--- config.mk ---
export PLATFORM = sky130hd
export DESIGN_NAME = gpm_fifo
export DESIGN_NICKNAME = d
export VERILOG_FILES = /design/src/rtl/gpm_pkg.sv /design/src/rtl/gpm_fifo.sv
export SDC_FILE = /design/constraint.sdc
export NUM_CORES = 1
export LEC_CHECK = 0
export BUFFER_PORTS_ARGS = -buffer_cell sky130_fd_sc_hd__clkbuf_2
export CAP_MARGIN = 20
export CORE_ASPECT_RATIO = 0.9
export CORE_MARGIN = 5
export CORE_UTILIZATION = 40
export CTS_BUF_LIST = sky130_fd_sc_hd__clkbuf_4 sky130_fd_sc_hd__clkbuf_8
export DETAILED_ROUTE_END_ITERATION = 10
export SLEW_MARGIN = 30
export SYNTH_ARGS = -nofsm -noshare
export SYNTH_HDL_FRONTEND = slang
export SYNTH_SLANG_ARGS = --single-unit
--- constraint.sdc ---
create_clock -name clk_i -period 2.06 [get_ports clk_i]
set_input_delay 0.309 -clock clk_i [delete_from_list [all_inputs] [get_ports clk_i]]
set_output_delay 0.309 -clock clk_i [all_outputs]
set_load 0.005 [all_outputs]
--- src/rtl/gpm_pkg.sv ---
// Shared types, codes and helpers for the glob path matcher.
// No dependencies; used by every module of the block.
`timescale 1ns / 1ps

package gpm_pkg;

  localparam int IDX_W       = 6;
  localparam int BYTE_W      = 8;
  localparam int LEN_W       = 7;
  localparam int QUEUE_DEPTH = 2;

  localparam logic [BYTE_W-1:0] CH_STAR  = 8'h2A;
  localparam logic [BYTE_W-1:0] CH_QMARK = 8'h3F;
  localparam logic [BYTE_W-1:0] CH_SLASH = 8'h2F;

  // Input word modes.
  typedef enum logic [1:0] {
    MODE_WRITE = 2'd0,
    MODE_PATH  = 2'd1,
    MODE_QUERY = 2'd2
  } gpm_mode_e;

  // Operations carried through the queue.
  typedef enum logic [1:0] {
    OP_WRITE,
    OP_PATH,
    OP_QUERY
  } gpm_op_e;

  typedef struct packed {
    gpm_op_e             op;
    logic [IDX_W-1:0]    idx;
    logic [BYTE_W-1:0]   data;
    logic                first;
    logic                last;
  } gpm_item_t;

  // Affine map over the OR/AND semiring: x_out = a * x_in | b.
  typedef struct packed {
    logic [2:0][2:0] a;
    logic [2:0]      b;
  } gpm_aff_t;

  // Apply lo first, then hi.
  function automatic gpm_aff_t gpm_compose(input gpm_aff_t hi, input gpm_aff_t lo);
    gpm_aff_t r;
    for (int rr = 0; rr < 3; rr++) begin
      for (int cc = 0; cc < 3; cc++) begin
        r.a[rr][cc] = |(hi.a[rr] & {lo.a[2][cc], lo.a[1][cc], lo.a[0][cc]});
      end
      r.b[rr] = hi.b[rr] | (|(hi.a[rr] & lo.b));
    end
    return r;
  endfunction

endpackage

--- src/rtl/gpm_fifo.sv ---
// Short decoupling queue between front end and NFA back end.
// Depends on gpm_pkg.
`timescale 1ns / 1ps

module gpm_fifo (
  input  logic               clk_i,
  input  logic               rst_ni,
  input  logic               push_i,
  input  gpm_pkg::gpm_item_t item_i,
  output logic               full_o,
  input  logic               pop_i,
  output logic               valid_o,
  output gpm_pkg::gpm_item_t item_o
);

  localparam int Depth = gpm_pkg::QUEUE_DEPTH;
  localparam int PtrW  = (Depth > 1) ? $clog2(Depth) : 1;
  localparam int CntW  = $clog2(Depth + 1);

  gpm_pkg::gpm_item_t mem_q [Depth];
  logic [PtrW-1:0]    wr_ptr_q, wr_ptr_d, rd_ptr_q, rd_ptr_d;
  logic [CntW-1:0]    cnt_q, cnt_d;
  logic               do_push, do_pop;

  always_comb begin
    full_o  = cnt_q == CntW'(Depth);
    valid_o = cnt_q != '0;
    item_o  = mem_q[rd_ptr_q];
    do_push = push_i && !full_o;
    do_pop  = pop_i && valid_o;

    wr_ptr_d = wr_ptr_q;
    if (do_push) begin
      wr_ptr_d = (wr_ptr_q == PtrW'(Depth - 1)) ? '0 : wr_ptr_q + 1'b1;
    end
    rd_ptr_d = rd_ptr_q;
    if (do_pop) begin
      rd_ptr_d = (rd_ptr_q == PtrW'(Depth - 1)) ? '0 : rd_ptr_q + 1'b1;
    end
    cnt_d = cnt_q;
    if (do_push && !do_pop) begin
      cnt_d = cnt_q + 1'b1;
    end else if (do_pop && !do_push) begin
      cnt_d = cnt_q - 1'b1;
    end
  end

  always_ff @(posedge clk_i or negedge rst_ni) begin
    if (!rst_ni) begin
      wr_ptr_q <= '0;
      rd_ptr_q <= '0;
      cnt_q    <= '0;
    end else begin
      wr_ptr_q <= wr_ptr_d;
      rd_ptr_q <= rd_ptr_d;
      cnt_q    <= cnt_d;
    end
  end

  always_ff @(posedge clk_i) begin
    if (do_push) begin
      mem_q[wr_ptr_q] <= item_i;
    end
  end

endmodule

Word-level counts from Yosys, hierarchy flattened
Memories as Yosys holds them, arrays and structs flattened.
Cells that the tools add are included.
{"block": "word_totals", "regBits": 4, "latchBits": 0, "mem_bits_rw": 36, "romBits": 0, "out_inout_bits": 20, "elab_cells": 24, "mem_count": 1}
{"block": "classes", "addsub": 4, "mul": 0, "n_div": 0, "magnitude_cmp": 0, "n_eq_ne": 1, "shift": 0, "n_mux": 6, "bitwise": 0, "n_reduce_logical": 9}
{"memory": "mem_q", "depth": 2, "width": 18, "rd": 1, "rd_clocked_by_memory_dff": 0, "wr": 1, "line_no": "gpm_fifo.sv:20", "text": "gpm_pkg::gpm_item_t mem_q [Depth];"}
{"operator": "logical AND 1 bit", "n": 4}
{"operator": "two-way mux 1 bit", "n": 4}
{"operator": "two-way mux 2 bit", "n": 2}
{"operator": "nonzero test 2 bit", "n": 2}
{"operator": "logical NOT 1 bit", "n": 3}
{"operator": "adder 1 bit (second input constant)", "n": 2}
{"operator": "adder 2 x 1 -> 2 bit (second input constant)", "n": 1}
{"operator": "equality test 2 bit (second input constant)", "n": 1}
{"operator": "subtractor 2 x 1 -> 2 bit (second input constant)", "n": 1}

Longest topological paths before layout
{"block": "depth", "depth_word": 7, "depth_mapped": 7, "mapped_depth_nobuf": 7}

Worst setup path before layout
Ideal clock, no wire load.
{"block": "synth_path", "path_kind": "reg-to-reg", "start": "register cnt_q[0]", "end": "memory mem_q[0][0] in the netlist's numbering, enable pin", "t_arrival_ps": 1400, "path_slack_ps": 268, "path_stages_with_launch": 4, "path_buffers": 0, "period_less_slack_ps": 1792, "cell_sequence": "dfrtp_1 nand2b_1 nand2_1 nor2_1"}
{"block": "synth_between", "elab_chain_cells": 5}
{"item": "from (decl)", "line_no": "gpm_fifo.sv:22", "text": "logic [CntW-1:0] cnt_q, cnt_d;"}
{"item": "from (signal assigned)", "line_no": "gpm_fifo.sv:56", "text": "cnt_q <= cnt_d;"}
{"item": "equality test 2 bit", "line_no": "gpm_fifo.sv:26", "text": "full_o = cnt_q == CntW'(Depth);"}
{"item": "logical NOT 1 bit", "line_no": "gpm_fifo.sv:29", "text": "do_push = push_i && !full_o;"}
{"item": "logical AND 1 bit", "line_no": "gpm_fifo.sv:29"}
{"item": "two-way mux 1 bit", "line_no": "gpm_fifo.sv:61", "text": "if (do_push) begin"}
{"item": "two-way mux 1 bit (not written as such)", "line_no": "gpm_fifo.sv:62", "text": "mem_q[wr_ptr_q] <= item_i;"}
{"item": "to (decl)", "line_no": "gpm_fifo.sv:20"}
Every way passes these cells.

==> impl_metrics.env <==
export IMPL_status="complete, no violations"
export IMPL_grt_max_degree=19
export IMPL_drt_wl_total_um=2394
export IMPL_routedWlPerCell_um=13.84
export IMPL_vias=790
export IMPL_layout_drive_gt1_share=0.5748
export IMPL_hold_violations=0
export IMPL_drt_initial_drc_count=23
export IMPL_synthTopCellsByCount="edfxtp_1 (36), mux2_2 (9), mux2_4 (9)"
export IMPL_fmax_mhz=554.2
export IMPL_clockBufferDepth=2
export IMPL_rows=21
export IMPL_synthTopCellsByArea="edfxtp_1 (70%), mux2_4 (8.7%), mux2_2 (6.5%)"
export IMPL_whs_ps=219.1
export IMPL_cap_violations=0
export IMPL_critPathMaxStageDelay_ps=560
export IMPL_die_w_um=75.60
export IMPL_ioPinCount=42
export IMPL_critPathTopFamily="flip-flops"
export IMPL_skew_ps=8.612
export IMPL_cts_resized_gates=0
export IMPL_die_h_um=69.04
export IMPL_tightest_slew_ps=393.6
export IMPL_path_class="flop to output pin"
export IMPL_crit_path_end_kind="output pin"
export IMPL_crit_slowest_cell="dfrtp_1"
export IMPL_grt_usage=0.1009
export IMPL_rsz0062_at_grt="false"
export IMPL_antenna_found_initial=0
export IMPL_worstPathRequired_ps=1750
export IMPL_period_minus_slack_ps=1804
export IMPL_via_per_inst=4.566
export IMPL_synth_edf_count=36
export IMPL_synth_top_area_share=0.6979
export IMPL_cts_sinks=40
export IMPL_grt_pass1_wl_um=3857
export IMPL_top_layer="met4"
export IMPL_yosysMostFrequentCell="edfxtp_1"
export IMPL_ys_seq_area_frac=0.7625
export IMPL_startpoint_type="flop"
export IMPL_ys_warn_count=0
export IMPL_core_area_mm2=0.003731
export IMPL_async_flop_share=0.1000
export IMPL_area_growth_pct=24.23
export IMPL_cts_inserted_buffers=5
export IMPL_setup_viol=0
export IMPL_p_total_w=0.002551
export IMPL_drt_pre_antenna_iters=4
export IMPL_clock_latency_ps=280
export IMPL_syn_area_mm2=0.001549
export IMPL_finalNetCount=149
export IMPL_cts_root_buf="clkbuf_8"
export IMPL_vdd_drop_max_uv=754.7
export IMPL_dr_wl_met3_um=161
export IMPL_diodes=0
export IMPL_syn_inst=75
export IMPL_clk_pin_slew_ps=70
export IMPL_synth_distinct_cells=16
export IMPL_fin_cells=173
export IMPL_drcViolationCount=0
export IMPL_htreeDepth=2
export IMPL_synth_nets=98
export IMPL_path_cells="buf_12 > mux2_2 > clkbuf_2"
export IMPL_dp_hpwl_um=1796
export IMPL_synth_area_leader_cell="edfxtp_1"
export IMPL_portBuffers=41
export IMPL_tritoncts="done"
export IMPL_p_leak_nw=0.7928
export IMPL_maxSlewHeadroom=0.7373
export IMPL_initial_core_util=0.4152
export IMPL_min_period_over_period=0.8760
export IMPL_synth_seq_cells=40
export IMPL_syn_area_per_cell_um2=20.65
export IMPL_met1_length_um=1028
export IMPL_slew_violations=0
export IMPL_grt_pass1_vias=807
export IMPL_min_path_type="input pin to flop"
export IMPL_met2_length_um=1173
export IMPL_powerDensity_mw_per_mm2=1326
export IMPL_dieArea_mm2=0.005219
export IMPL_grt_remaining_overflow=0
export IMPL_cp_num_buf_inv=2
export IMPL_ys_flop_type="edfxtp_1"
export IMPL_path_max_fanout=12
export IMPL_setup_tns_ps=0
export IMPL_place_inst=164
export IMPL_drtAntennaViolNets=0
export IMPL_worstPathArrival_ps=1500
export IMPL_place_congestion=0.6955
## power breakdown
part | internal [W] | total [W] | switching [W]
registers | 0.00112 | 0.00122 | 0.0000977
clock network | 0.000249 | 0.000487 | 0.000238
logic | 0.000480 | 0.000847 | 0.000367
## timing repair
item | CTS | global route
hold buffers | 1 | 0
hold endpoints to repair | 4 | 0
buffers inserted | 0 | 0
## layout by cell type, fill, tap and decap left out
master / instances
xor2_1: 2
mux2_4: 9
mux2_2: 9
edfxtp_1: 36
clkbuf_8: 5
dlygate4sd3_1: 1
nand2b_1: 1
nand2_1: 1
clkbuf_4: 1
buf_4: 3
nor2_1: 1
nor2_2: 1
clkinvlp_4: 1
dfrtp_1: 4
ha_1: 1
or2_1: 1
nand2_2: 1
clkbuf_2: 41
clkinv_2: 1
xnor2_1: 3
inv_1: 2
buf_12: 1
and3_1: 1
## layer usage
metal,global-route usage,vias to the layer above
met5,0,-
li1,-,384
met2,0.1515,22
met3,0.03634,5
met1,0.1281,379
met4,0.04660,0
## registers in the layout (all words and copies together) (netlist names)
name / count
rd_ptr_q: 1
wr_ptr_q: 1
cnt_q: 2
mem_q: 36
## cell families (layout without fill, tap and decap cells)
logic type	after synthesis	in the layout	synth area share
muxes	18	18	0.1527
and+or+nand+nor	7	7	0.02343
buffers and inverters	4	56	0.02504
adders and majority gates	1	1	0.008076
DFF	40	40	0.7625
xor gates and xnor gates	5	5	0.02828
## area by class of cell
cell class              count  area, um2
repair buffers             46      257.7
well taps                  46      57.56
clock buffers               6      76.32
clock inverters             2      12.51
multi-input cells          31      331.6
fillers                   313       1807
inverters                   2      7.507
flip-flops and latches     40       1181
## path summary, 6_finish.rpt
check,from,endpoint,slack (ps),depth (start not counted)
min in group asynchronous,rst_ni,wr_ptr_q$_DFFE_PN0N_,360,2
max in group asynchronous,rst_ni,rd_ptr_q$_DFFE_PN0P_,1570,2
setup reg to reg,cnt_q[0]$_DFFE_PN0P_,mem_q[0][0]$_DFFE_PP_,500,4
hold / removal,item_i[9],mem_q[0][9]$_DFFE_PP_,220,1
hold reg to reg,cnt_q[1]$_DFFE_PN0P_,cnt_q[1]$_DFFE_PN0P_,510,1
setup / recovery,rd_ptr_q$_DFFE_PN0P_,item_o[4],260,3
## worst register-to-register path, delay by kind of cell (launching register included)
kind | cells | cell delay (ps)
simple gates | 3 | 610
flops | 1 | 410
buf+inv | 1 | 250
## metrics by stage
stage / util / cell area, um2 / worst slack [ps]
after CTS: 0.5158 / 1924 / 221.6
after global routing: 0.5158 / 1924 / 145.3
after floorplan: - / 1549 / 267.9
after detailed placement: 0.4893 / 1826 / 488.6
final: 0.5158 / 1924 / 255.5
after global placement: 0.4893 / 1826 / 536.3
(Power assumes the default switching activity.)
